## src/hw/rtl/rgbsw_pkg.sv

```systemverilog
// shared types, constants and helpers for the rgba swizzle and mask packer
package rgbsw_pkg;

  localparam int unsigned PIXEL_W       = 32;
  localparam int unsigned ROW_WIDTH_W   = 13;
  localparam int unsigned MASK_W        = 8;
  localparam int unsigned MASK_CNT_W    = 3;
  localparam int unsigned APB_DATA_W    = 32;
  localparam int unsigned APB_ADDR_W    = 3;
  localparam int unsigned MAX_ROW_WIDTH = 4096;

  localparam logic [ROW_WIDTH_W-1:0] ROW_WIDTH_RESET = ROW_WIDTH_W'(1);

  // bit of the alpha byte that decides opaque versus transparent
  localparam int unsigned ALPHA_KEEP_BIT = 7;

  typedef enum logic {
    REG_OPAQUE_MODE = 1'b0,
    REG_ROW_WIDTH   = 1'b1
  } reg_idx_t;

  typedef struct packed {
    logic                   opaque_mode;
    logic [ROW_WIDTH_W-1:0] row_width;
  } cfg_t;

  typedef struct packed {
    logic [PIXEL_W-1:0] converted_pixel;
    logic               mask_byte_valid;
    logic [MASK_W-1:0]  mask_byte;
    logic               has_transparency;
    logic               image_done;
  } res_t;

  // 0xRRGGBBAA -> 0x00BBGGRR
  function automatic logic [PIXEL_W-1:0] swizzle_bgr(input logic [PIXEL_W-1:0] p);
    return {8'h00, p[15:8], p[23:16], p[31:24]};
  endfunction

endpackage

```

## src/hw/rtl/rgbsw_if.sv

```systemverilog
// valid/ready channel interfaces for pixel input and converted output
interface rgbsw_in_if;
  logic                          valid;
  logic                          ready;
  logic [rgbsw_pkg::PIXEL_W-1:0] pixel_word;
  logic                          last_in_image;

  modport source (output valid, output pixel_word, output last_in_image, input ready);
  modport sink   (input valid, input pixel_word, input last_in_image, output ready);
endinterface

interface rgbsw_out_if;
  logic                          valid;
  logic                          ready;
  logic [rgbsw_pkg::PIXEL_W-1:0] converted_pixel;
  logic                          mask_byte_valid;
  logic [rgbsw_pkg::MASK_W-1:0]  mask_byte;
  logic                          has_transparency;
  logic                          image_done;

  modport source (output valid, output converted_pixel, output mask_byte_valid,
                  output mask_byte, output has_transparency, output image_done,
                  input ready);
  modport sink   (input valid, input converted_pixel, input mask_byte_valid,
                  input mask_byte, input has_transparency, input image_done,
                  output ready);
endinterface

```

## src/hw/rtl/rgbsw_cfg.sv

```systemverilog
// apb register block: opaque mode and row width
module rgbsw_cfg (
  input  logic                             clk,
  input  logic                             rst_n,
  input  logic                             psel,
  input  logic                             penable,
  input  logic                             pwrite,
  input  logic [rgbsw_pkg::APB_ADDR_W-1:0] paddr,
  input  logic [rgbsw_pkg::APB_DATA_W-1:0] pwdata,
  output logic [rgbsw_pkg::APB_DATA_W-1:0] prdata,
  output logic                             pready,
  output rgbsw_pkg::cfg_t                  cfg
);

  logic                                opaque_mode_r;
  logic [rgbsw_pkg::ROW_WIDTH_W-1:0]   row_width_r;
  logic                                wr_en;
  rgbsw_pkg::reg_idx_t                 reg_sel;

  assign pready  = 1'b1;
  assign wr_en   = psel & penable & pwrite;
  // registers sit on a 4-byte stride, low address bits ignored
  assign reg_sel = rgbsw_pkg::reg_idx_t'(paddr[2]);

  always_ff @(posedge clk) begin
    if (!rst_n) begin
      opaque_mode_r <= 1'b0;
      row_width_r   <= rgbsw_pkg::ROW_WIDTH_RESET;
    end else if (wr_en) begin
      case (reg_sel)
        rgbsw_pkg::REG_OPAQUE_MODE: opaque_mode_r <= pwdata[0];
        rgbsw_pkg::REG_ROW_WIDTH:   row_width_r   <= pwdata[rgbsw_pkg::ROW_WIDTH_W-1:0];
        default: ;
      endcase
    end
  end

  always_comb begin
    case (reg_sel)
      rgbsw_pkg::REG_OPAQUE_MODE:
        prdata = rgbsw_pkg::APB_DATA_W'(opaque_mode_r);
      rgbsw_pkg::REG_ROW_WIDTH:
        prdata = rgbsw_pkg::APB_DATA_W'(row_width_r);
      default:
        prdata = '0;
    endcase
  end

  assign cfg.opaque_mode = opaque_mode_r;
  assign cfg.row_width   = row_width_r;

endmodule

```

## src/hw/rtl/rgbsw_pack.sv

```systemverilog
// per-pixel swizzle plus mask accumulator, column counter and transparency flag
module rgbsw_pack #(
  parameter int unsigned MAX_ROW_WIDTH = rgbsw_pkg::MAX_ROW_WIDTH
) (
  input  logic                          clk,
  input  logic                          rst_n,
  input  rgbsw_pkg::cfg_t               cfg,
  input  logic                          advance,
  input  logic [rgbsw_pkg::PIXEL_W-1:0] pixel_word,
  input  logic                          last_in_image,
  output rgbsw_pkg::res_t               res
);

  localparam int unsigned CW = $clog2(MAX_ROW_WIDTH);
  localparam int unsigned WW = (CW + 1 > rgbsw_pkg::ROW_WIDTH_W) ? CW + 1
                                                                 : rgbsw_pkg::ROW_WIDTH_W;
  localparam logic [WW-1:0] MAX_W = WW'(MAX_ROW_WIDTH);

  logic [rgbsw_pkg::MASK_W-1:0]     acc_r, acc_nxt, acc_sh;
  logic [rgbsw_pkg::MASK_CNT_W-1:0] cnt_r, cnt_nxt;
  logic [rgbsw_pkg::MASK_CNT_W:0]   cnt_inc;
  logic [CW-1:0]                    col_r, col_nxt;
  logic [CW:0]                      col_inc;
  logic                             trans_r, trans_nxt, trans_now;
  logic [WW-1:0]                    eff_w, rw_ext;
  logic                             alpha_keep, row_end;
  logic [rgbsw_pkg::PIXEL_W-1:0]    swz;

  assign swz        = rgbsw_pkg::swizzle_bgr(pixel_word);
  assign alpha_keep = pixel_word[rgbsw_pkg::ALPHA_KEEP_BIT];
  assign acc_sh     = {alpha_keep, acc_r[rgbsw_pkg::MASK_W-1:1]};
  assign cnt_inc    = {1'b0, cnt_r} + 1'b1;
  assign col_inc    = {1'b0, col_r} + 1'b1;
  assign trans_now  = trans_r | ~alpha_keep;
  assign rw_ext     = WW'(cfg.row_width);

  // zero width acts as one, oversize clamps to the maximum
  always_comb begin
    if (rw_ext == '0) begin
      eff_w = WW'(1);
    end else if (rw_ext > MAX_W) begin
      eff_w = MAX_W;
    end else begin
      eff_w = rw_ext;
    end
  end

  // a lowered width ends the row as soon as the column reaches or passes it
  assign row_end = (WW'(col_inc) >= eff_w) || last_in_image;

  always_comb begin
    acc_nxt   = acc_r;
    cnt_nxt   = cnt_r;
    col_nxt   = col_r;
    trans_nxt = trans_r;
    res.converted_pixel  = swz;
    res.mask_byte_valid  = 1'b0;
    res.mask_byte        = '0;
    res.has_transparency = 1'b0;
    res.image_done       = last_in_image;

    if (!cfg.opaque_mode) begin
      res.converted_pixel  = alpha_keep ? {pixel_word[7:0], swz[23:0]} : '0;
      res.has_transparency = trans_now;
      trans_nxt            = trans_now;
      col_nxt              = row_end ? '0 : col_inc[CW-1:0];
      if (cnt_inc[rgbsw_pkg::MASK_CNT_W]) begin
        res.mask_byte_valid = 1'b1;
        res.mask_byte       = acc_sh;
        acc_nxt             = '0;
        cnt_nxt             = '0;
      end else if (row_end) begin
        // right-align the partial byte
        res.mask_byte_valid = 1'b1;
        res.mask_byte       = acc_sh >> (4'd8 - cnt_inc);
        acc_nxt             = '0;
        cnt_nxt             = '0;
      end else begin
        acc_nxt = acc_sh;
        cnt_nxt = cnt_inc[rgbsw_pkg::MASK_CNT_W-1:0];
      end
    end

    if (last_in_image) begin
      acc_nxt   = '0;
      cnt_nxt   = '0;
      col_nxt   = '0;
      trans_nxt = 1'b0;
    end
  end

  always_ff @(posedge clk) begin
    if (!rst_n) begin
      acc_r   <= '0;
      cnt_r   <= '0;
      col_r   <= '0;
      trans_r <= 1'b0;
    end else if (advance) begin
      acc_r   <= acc_nxt;
      cnt_r   <= cnt_nxt;
      col_r   <= col_nxt;
      trans_r <= trans_nxt;
    end
  end

endmodule

```

## src/hw/rtl/rgba_pixel_swizzle_with_mask_packer_unit.sv

```systemverilog
// top level: rgba to abgr pixel conversion with a packed one-bit alpha mask
//
// in_chan carries raster-order pixels 0xRRGGBBAA with a last_in_image marker;
// out_chan returns one transaction per pixel: the converted pixel, an
// optional completed mask byte (first pixel in bit 0, right-aligned at row
// end), the running transparency flag (zero in opaque mode) and an image_done echo.
// the apb port sets opaque_mode (address 0) and row_width (address 4);
// write it only while no transaction is in flight.
// a pixel accepted on in_chan passes through the input register, then the
// swizzle and mask update into the result register, from which out_chan
// offers it. throughput is one pixel per cycle while out_chan does not stall,
// set by the single mask accumulator update per cycle.
// reset clears both pipeline valid bits, the mask accumulator, bit count,
// column count and transparency flag; opaque_mode resets to 0, row_width to 1.
// when the receiver stalls, the result register holds, the input register
// fills behind it and in_chan.ready then drops until out_chan moves again.
module rgba_pixel_swizzle_with_mask_packer_unit #(
  parameter int unsigned MAX_ROW_WIDTH = rgbsw_pkg::MAX_ROW_WIDTH
) (
  input  logic                             clk,
  input  logic                             rst_n,
  rgbsw_in_if.sink                         in_chan,
  rgbsw_out_if.source                      out_chan,
  input  logic                             psel,
  input  logic                             penable,
  input  logic                             pwrite,
  input  logic [rgbsw_pkg::APB_ADDR_W-1:0] paddr,
  input  logic [rgbsw_pkg::APB_DATA_W-1:0] pwdata,
  output logic [rgbsw_pkg::APB_DATA_W-1:0] prdata,
  output logic                             pready
);

  rgbsw_pkg::cfg_t               cfg;
  rgbsw_pkg::res_t               res;
  rgbsw_pkg::res_t               out_r;
  logic                          out_valid_r;
  logic                          s1_valid_r;
  logic [rgbsw_pkg::PIXEL_W-1:0] s1_pixel_r;
  logic                          s1_last_r;
  logic                          out_free, advance, in_take;

  rgbsw_cfg u_cfg (
    .clk     (clk),
    .rst_n   (rst_n),
    .psel    (psel),
    .penable (penable),
    .pwrite  (pwrite),
    .paddr   (paddr),
    .pwdata  (pwdata),
    .prdata  (prdata),
    .pready  (pready),
    .cfg     (cfg)
  );

  rgbsw_pack #(
    .MAX_ROW_WIDTH (MAX_ROW_WIDTH)
  ) u_pack (
    .clk           (clk),
    .rst_n         (rst_n),
    .cfg           (cfg),
    .advance       (advance),
    .pixel_word    (s1_pixel_r),
    .last_in_image (s1_last_r),
    .res           (res)
  );

  assign out_free      = ~out_valid_r | out_chan.ready;
  assign advance       = s1_valid_r & out_free;
  assign in_chan.ready = ~s1_valid_r | out_free;
  assign in_take       = in_chan.valid & in_chan.ready;

  always_ff @(posedge clk) begin
    if (!rst_n) begin
      s1_valid_r  <= 1'b0;
      out_valid_r <= 1'b0;
    end else begin
      if (in_chan.ready) begin
        s1_valid_r <= in_chan.valid;
      end
      if (out_free) begin
        out_valid_r <= s1_valid_r;
      end
    end
  end

  always_ff @(posedge clk) begin
    if (in_take) begin
      s1_pixel_r <= in_chan.pixel_word;
      s1_last_r  <= in_chan.last_in_image;
    end
    if (advance) begin
      out_r <= res;
    end
  end

  assign out_chan.valid            = out_valid_r;
  assign out_chan.converted_pixel  = out_r.converted_pixel;
  assign out_chan.mask_byte_valid  = out_r.mask_byte_valid;
  assign out_chan.mask_byte        = out_r.mask_byte;
  assign out_chan.has_transparency = out_r.has_transparency;
  assign out_chan.image_done       = out_r.image_done;

endmodule

```

## src/flat_wrapper.sv

```systemverilog
// flat-port wrapper written by rule: the top's interface ports become plain ports
module rgba_pixel_swizzle_with_mask_packer_unit_flat 
#(
  parameter int unsigned MAX_ROW_WIDTH = rgbsw_pkg::MAX_ROW_WIDTH
)
  (clk, rst_n, psel, penable, pwrite, paddr, pwdata, prdata, pready, in_chan_valid, in_chan_pixel_word, in_chan_last_in_image, in_chan_ready, out_chan_valid, out_chan_converted_pixel, out_chan_mask_byte_valid, out_chan_mask_byte, out_chan_has_transparency, out_chan_image_done, out_chan_ready);
  rgbsw_in_if in_chan_i ();
  rgbsw_out_if out_chan_i ();
  input  logic clk;
  input  logic rst_n;
  input  logic psel;
  input  logic penable;
  input  logic pwrite;
  input  logic [rgbsw_pkg::APB_ADDR_W-1:0] paddr;
  input  logic [rgbsw_pkg::APB_DATA_W-1:0] pwdata;
  output logic [rgbsw_pkg::APB_DATA_W-1:0] prdata;
  output logic pready;
  input wire logic [$bits(in_chan_i.valid)-1:0] in_chan_valid;
  input wire logic [$bits(in_chan_i.pixel_word)-1:0] in_chan_pixel_word;
  input wire logic [$bits(in_chan_i.last_in_image)-1:0] in_chan_last_in_image;
  output wire logic [$bits(in_chan_i.ready)-1:0] in_chan_ready;
  output wire logic [$bits(out_chan_i.valid)-1:0] out_chan_valid;
  output wire logic [$bits(out_chan_i.converted_pixel)-1:0] out_chan_converted_pixel;
  output wire logic [$bits(out_chan_i.mask_byte_valid)-1:0] out_chan_mask_byte_valid;
  output wire logic [$bits(out_chan_i.mask_byte)-1:0] out_chan_mask_byte;
  output wire logic [$bits(out_chan_i.has_transparency)-1:0] out_chan_has_transparency;
  output wire logic [$bits(out_chan_i.image_done)-1:0] out_chan_image_done;
  input wire logic [$bits(out_chan_i.ready)-1:0] out_chan_ready;
  assign in_chan_i.valid = in_chan_valid;
  assign in_chan_i.pixel_word = in_chan_pixel_word;
  assign in_chan_i.last_in_image = in_chan_last_in_image;
  assign in_chan_ready = in_chan_i.ready;
  assign out_chan_valid = out_chan_i.valid;
  assign out_chan_converted_pixel = out_chan_i.converted_pixel;
  assign out_chan_mask_byte_valid = out_chan_i.mask_byte_valid;
  assign out_chan_mask_byte = out_chan_i.mask_byte;
  assign out_chan_has_transparency = out_chan_i.has_transparency;
  assign out_chan_image_done = out_chan_i.image_done;
  assign out_chan_i.ready = out_chan_ready;
  rgba_pixel_swizzle_with_mask_packer_unit #(.MAX_ROW_WIDTH(MAX_ROW_WIDTH)) u_core (.clk(clk), .rst_n(rst_n), .in_chan(in_chan_i), .out_chan(out_chan_i), .psel(psel), .penable(penable), .pwrite(pwrite), .paddr(paddr), .pwdata(pwdata), .prdata(prdata), .pready(pready));
endmodule
```

## config.mk

```make
export PLATFORM = sky130hd
export DESIGN_NAME = rgba_pixel_swizzle_with_mask_packer_unit_flat
export DESIGN_NICKNAME = d
export VERILOG_FILES = /design/src/hw/rtl/rgbsw_pkg.sv /design/src/hw/rtl/rgbsw_if.sv /design/src/hw/rtl/rgbsw_cfg.sv /design/src/hw/rtl/rgbsw_pack.sv /design/src/hw/rtl/rgba_pixel_swizzle_with_mask_packer_unit.sv /design/src/flat_wrapper.sv
export SDC_FILE = /design/constraint.sdc
export NUM_CORES = 1
export LEC_CHECK = 0
export ABC_AREA = 1
export BUFFER_PORTS_ARGS = -buffer_cell sky130_fd_sc_hd__buf_4
export CAP_MARGIN = 20
export CORE_MARGIN = 5
export CORE_UTILIZATION = 45
export CTS_BUF_LIST = sky130_fd_sc_hd__clkbuf_8
export DETAILED_ROUTE_END_ITERATION = 8
export PLACE_DENSITY = 0.69
export SETUP_SLACK_MARGIN = 0.3
export SYNTH_ARGS = -nofsm -noshare
export SYNTH_HDL_FRONTEND = slang
export SYNTH_HIERARCHICAL = 1
export SYNTH_SLANG_ARGS = --single-unit
```

## constraint.sdc

```tcl
create_clock -name clk -period 7.03 [get_ports clk]
set_input_delay 1.0545 -clock clk [delete_from_list [all_inputs] [get_ports clk]]
set_output_delay 1.0545 -clock clk [all_outputs]
set_load 0.02 [all_outputs]
```

# After elaboration in Yosys (flattened, before gate mapping)
# Cells that the tools add are included.
# classes
n_shift,1
n_addsub,3
n_mux,20
eq_ne,1
reduce_logical,6
n_lt_le_gt_ge,2
bitwise,11
# op_table
operator,count
$pmux 32 s2,1
$mux 12,3
$mux 34,1
$mux 32,1
$mux 8,4
$mux 13,2
$mux 9,2
$add 12x1->13 const B,1
$ge 13x13->1,1
$gt 13x13->1 const B,1
$logic_not 13->1,1
$mux 3,4
$shr 8x4->8,1
$reduce_and 2->1,3
$add 3x1->4 const B,1
$and 1x1->1,4
$not 1->1,4
$sub 4x4->4 const A,1
$or 1x1->1,3
$mux 1,2
$ne 2x1->1 const B,1
$reduce_or 2->1,1
$logic_or 1x1->1,1
# word_totals
inputBits,75
elab_cells,61
register_bits,116
output_inout_bits,78

# Longest topological paths before layout
# logic_depth
ltp_word,9
ltp_mapped,17

# Hierarchy
# The synthesis kept the hierarchy.
# by_module_without_submodules
mod,instances,area_each_um2,cells_per_inst
rgbsw_pack,1,2381.0,404
rgba_pixel_swizzle_with_mask_packer_unit,1,2377.3,89
rgbsw_cfg,1,920.9,144

# Worst setup path before layout
# Ideal clock, no wire load.
# synth_path
path_kind,input-to-reg
start,input port out_chan_ready
end,register u_core.u_pack.col_r[9]
arrival_time_ns,4.086
t_required_ns,6.959
slack_ns,2.873
n_path_buf,1
path_stages,7
setup_ns,0.071
path_cell_list,inv_2 -> a21oi_1 -> o21ai_2 -> inv_1 -> clkbuf_4 -> nand4_1 -> a21oi_1
# synth_via
elab_chain_cells,3
# synth_rtl
element,line,text
start: declaration,flat_wrapper.sv:28,input wire logic [$bits(out_chan_i.ready)-1:0] out_chan_ready;
$or 1x1->1,rgba_pixel_swizzle_with_mask_packer_unit.sv:67,assign out_free = ~out_valid_r | out_chan.ready;
$and 1x1->1,rgba_pixel_swizzle_with_mask_packer_unit.sv:68,assign advance = s1_valid_r & out_free;
net u_core.advance,rgba_pixel_swizzle_with_mask_packer_unit.sv:40,"logic out_free, advance, in_take;"
$reduce_and 2->1 (no line),-,
end signal: assignment,rgbsw_pack.sv:101,col_r <= col_nxt;
end: declaration,rgbsw_pack.sv:22,"logic [CW-1:0] col_r, col_nxt;"
# The timed path passes the listed nets, and every way through them passes these cells.
# A chain may end at the register's enable or synchronous reset.

# Worst setup path after layout
# layout_path
start,register u_core/u_cfg/row_width_r[8] (netlist bit)
end,"register u_core.out_r (netlist bit u_core/out_chan.mask_byte[6]), data pin"
# layout_via
elab_chain_cells,7
elab_cells_between_ends,8
cone_classes,order compare: 2; mux: 4; reduce/logical: 2
# layout_rtl
element,line,text
start: declaration,rgbsw_cfg.sv:16,logic [rgbsw_pkg::ROW_WIDTH_W-1:0] row_width_r;
start signal: assignment,rgbsw_cfg.sv:28,row_width_r <= rgbsw_pkg::ROW_WIDTH_RESET;
start signal: assignment,rgbsw_cfg.sv:32,rgbsw_pkg::REG_ROW_WIDTH: row_width_r <= pwdata[rgbsw_pkg::ROW_WIDTH_W-1:0];
$gt 13x13->1,rgbsw_pack.sv:41,end else if (rw_ext > MAX_W) begin
$mux 13,rgbsw_pack.sv:41,
$mux 13 (*),rgbsw_pack.sv:39,if (rw_ext == '0) begin
$ge 13x13->1 (*),rgbsw_pack.sv:49,assign row_end = (WW'(col_inc) >= eff_w) || last_in_image;
$logic_or 1x1->1 (*),rgbsw_pack.sv:49,
$mux 9 (*),rgbsw_pack.sv:72,end else if (row_end) begin
$mux 9 (*),rgbsw_pack.sv:67,if (cnt_inc[rgbsw_pkg::MASK_CNT_W]) begin
end signal: assignment,rgba_pixel_swizzle_with_mask_packer_unit.sv:92,out_r <= res;
end: declaration,rgba_pixel_swizzle_with_mask_packer_unit.sv:35,rgbsw_pkg::res_t out_r;
# Every way passes the cells marked *; elsewhere a longest branch is shown, timed or not.

==> flow_summary.yaml <==
timing:
  fin_hold_ws_ns: 0.467
  post-route-min-period_ns: 3.24
  timing.final.hold_violations: 0
  max_freq_mhz: 308
  post-route-period-util_pct: 46.1
  slew_headroom_pct: 45.0
  setup_tns_ns: 0
  setup-violations-final: 0
  slew_worst_pin_ns: 0.824
  report.final.slew_viol_count: 0
  final.setup_skew_ns: 0.00740
  unrepaired_setup_endpoints_after_global_routing: "false"
worst_hold_path:
  worst_hold_path.num_cells: 2
  worstHoldPathType: "flip-flop to flip-flop"
  hold_end: "u_core/u_pack/trans_r$_SDFFE_PN0P_"
  holdCritStartpoint: "u_core/u_pack/trans_r$_SDFFE_PN0P_"
placed_design:
  numPortBuffers: 111
  place_congestion: 0.913
  post-dp-hpwl_mm: 8.60
clock_network:
  tritoncts_clock_tree: "yes"
  clk_path_buf_depth: 2
  ctsResizeCount: 0
  clk_root_buffer_cell: "sky130_fd_sc_hd__clkbuf_8"
  post_cts_buffers: 0
  post_cts_hold_buffer_count: 0
  clk_latency_ns: 0.42
  clkSinkCount: 115
  cts_inserted_buffers: 17
  clk_pin_slew_ns: 0.07
  cts_max_level: 4
synth:
  yosysSeqAreaShare_pct: 53.9
  yosysWarningCount: 6
  synth_seq_cells: 115
  yosysUniqueCellTypes: 39
  post_synth.cell_area_avg_um2: 8.92
  synthesis.area_um2: 5680
  synth_cells: 637
global_routing:
  grt_util_met2_pct: 27.1
  grt_remaining_overflow: 0
  first_global_vias: 4319
  globalRouteMet1Util_pct: 20.5
  pin_count_of_the_biggest_net_entering_global_routing: 46
  met3_usage_pct: 4.70
  gr-usage-all-layers_pct: 16.6
  grt_busiest_layer: "met2"
  antenna_found_initial: 0
  global_route_wire_length_before_repair_mm: 19.8
worst_setup_path:
  cpLargestDelayFamily: "simple AND/OR/NAND/NOR gates"
  timing.critical_path.slowest_stage_cell: "sky130_fd_sc_hd__nand2_1"
  critical_path.reg2reg.startpoint: "u_core/u_cfg/row_width_r[8]$_SDFFE_PN0P_"
  reg2reg_depth: 15
  setup_crit_end_kind: "flip-flop"
  worstPathBufferInverterCount: 2
  critPathRequiredTime_ns: 7.21
  crit_path_start_kind: "flip-flop"
  r2r_setup_slack_ns: 3.79
  critPathKind: "flip-flop to flip-flop"
  worst_path_largest_cell_delay_ns: 0.60
  path_cells: "nor4_1 > nand3_1 > nand2_1 > nand2_1 > ha_1 > nand2_1 > inv_1 > nand2_1 > nand3_1 > nand2_1 > nand2_1 > nand2_1 > nand3_2 > nand3_1 > inv_1"
  crit_arrival_ns: 3.43
  rr_endpoint: "u_core/out_chan.mask_byte[6]$_DFFE_PP_"
  crit_path_frequent_cell: "sky130_fd_sc_hd__nand2_1"
  cp_max_fo: 22
drt:
  routedWlPerCell_um: 12.8
  num_vias: 4363
  drt_first_iter_violations: 249
  wirelength_mm: 11.9
  first_pass_iters: 5
  drt.antenna.violating_nets: 0
  detail_route.drc_violations: 0
  avgViaCountPerCell: 4.70
power_and_ir_drop:
  vdd_ir_drop_max_mv: 0.108
  power_leakage_nw: 3.18
  p_total_mw: 1.52
  pwr_density_cell_nw_per_um2: 220
floorplanning:
  initial_util_pct: 45.4
  fp.dieArea_um2: 15000
  core.rowCount: 41
  design.core.area_um2: 12500
  ios: 153
  die_height_um: 122
  floorplan.die.width_um: 122
final_layout:
  fin_nets: 834
  post_route_cells_drive_above_1_share_pct: 23.9
  areaGrowthSynthToFinish_pct: 21.5
  fillerInstances: 1168
  antenna_cells: 0
status:
  run_status: "finished, final reports clean"
run:
  drv.max_cap_violation_count: 0
## cell usage in the layout, fill, tap and decap left out, drive strengths merged, types with 17 or more instances in the layout
cell type  Yosys  layout
dfxtp         39      39
nand4         21      21
a21oi         42      42
clkbuf         6      17
conb           2      20
nand3         42      42
inv          100     106
nand2        133     133
nor2          86      86
buf           40     116
edfxtp        76      76
## where the power goes
| group | total, mW | leakage, nW | switching, mW | internal [mW] |
|---|---|---|---|---|
| clock | 0.581 | 0.191 | 0.293 | 0.288 |
| sequential | 0.767 | 1.05 | 0.0141 | 0.752 |
| combinational | 0.171 | 1.93 | 0.111 | 0.0602 |
## registers in the layout, summed over array words and instances (netlist names)
name	flops
u_core/u_cfg/row_width_r	13
u_core/out_chan.mask_byte_valid	1
u_core/s1_pixel_r	32
u_core/u_pack/acc_r	7
u_core/u_pack/cnt_r	3
u_core/out_chan.converted_pixel	32
u_core/s1_last_r	1
u_core/out_chan.image_done	1
u_core/u_pack/col_r	12
u_core/out_chan.has_transparency	1
u_core/out_chan.valid	1
u_core/u_pack/trans_r	1
u_core/s1_valid_r	1
u_core/u_cfg/opaque_mode_r	1
u_core/out_chan.mask_byte	8
## worst min-delay path, delay by kind of cell (launching register included)
family	cells	cell delay [ns]
DFF	1	0.31
AOI/OAI and AO/OA	1	0.05
and+or+nand+nor	1	0.06
## layout make-up
class                   instances  area (um2)  share of cell area (%)
clock buffers                  17         234                    3.39
clock inverters                15         148                    2.14
repair buffers                116         871                    12.6
well taps                     172         215                    3.12
flip-flops and latches        115        3060                    44.4
multi-input cells             394        1990                    28.9
inverters                     100         380                    5.51
## synthesized netlist by cell type, drive strengths merged
| cell | n | area [um2] |
|---|---|---|
| xnor2 | 2 | 25.0 |
| conb | 2 | 7.51 |
| o211ai | 2 | 15.0 |
| edfxtp | 76 | 2280 |
| inv | 100 | 380 |
| o21a | 1 | 7.51 |
| buf | 40 | 297 |
| xor2 | 4 | 35.0 |
| nor2 | 86 | 374 |
| nand4 | 21 | 131 |
| a31oi | 2 | 12.5 |
| o21ai | 16 | 87.6 |
| a21oi | 42 | 221 |
| nand3b | 1 | 7.51 |
| o31ai | 1 | 7.51 |
| nor4 | 3 | 18.8 |
| ha | 15 | 188 |
| dfxtp | 39 | 781 |
| nand2 | 133 | 507 |
| nor3 | 3 | 20.0 |
| nand3 | 42 | 248 |
| clkbuf | 6 | 26.3 |
## worst max-delay path by stage
stage                                                         from                                endpoint  slack (ns)  depth (start not counted)
after floorplan                                     out_chan_ready     u_core/u_pack/col_r[9]$_SDFFE_PN0P_        2.87                          7
after global placement    u_core/u_cfg/row_width_r[0]$_SDFFE_PN1P_  u_core/out_chan.mask_byte[6]$_DFFE_PP_        3.90                         15
after detailed placement  u_core/u_cfg/row_width_r[8]$_SDFFE_PN0P_  u_core/out_chan.mask_byte[6]$_DFFE_PP_        3.80                         15
after CTS                      u_core/u_pack/col_r[0]$_SDFFE_PN0P_  u_core/out_chan.mask_byte[6]$_DFFE_PP_        3.78                         17
after global routing      u_core/u_cfg/row_width_r[8]$_SDFFE_PN0P_  u_core/out_chan.mask_byte[4]$_DFFE_PP_        3.40                         16
final                     u_core/u_cfg/row_width_r[8]$_SDFFE_PN0P_  u_core/out_chan.mask_byte[6]$_DFFE_PP_        3.79                         15
## routing by layer
metal	vias to the layer above	wire, um
met5	-	0
met4	0	205
met3	15	662
met2	132	6000
met1	1977	5070
li1	2239	-
## metrics by stage
stage / cell area [um2] / std cells / setup slack, ns / utilization, %
4_1_cts: 6900 / 929 / 3.78 / 55.1
6_report: 6900 / 929 / 3.79 / 55.1
3_3_place_gp: 6520 / 897 / 3.90 / 52.1
2_1_floorplan: 5750 / 655 / 2.87 / -
3_5_place_dp: 6520 / 897 / 3.80 / 52.1
5_1_grt: 6900 / 929 / 3.40 / 55.1
## cells by family after synthesis
logic type	count (synthesis)	share of synthesized area, %
compound gates	64	6.19
xor+xnor	6	1.06
fa+ha+maj	15	3.30
buf+inv	146	12.4
flops	115	53.9
other cells	2	0.132
simple gates	289	23.0
No activity file was read; power rests on OpenSTA's default activity.
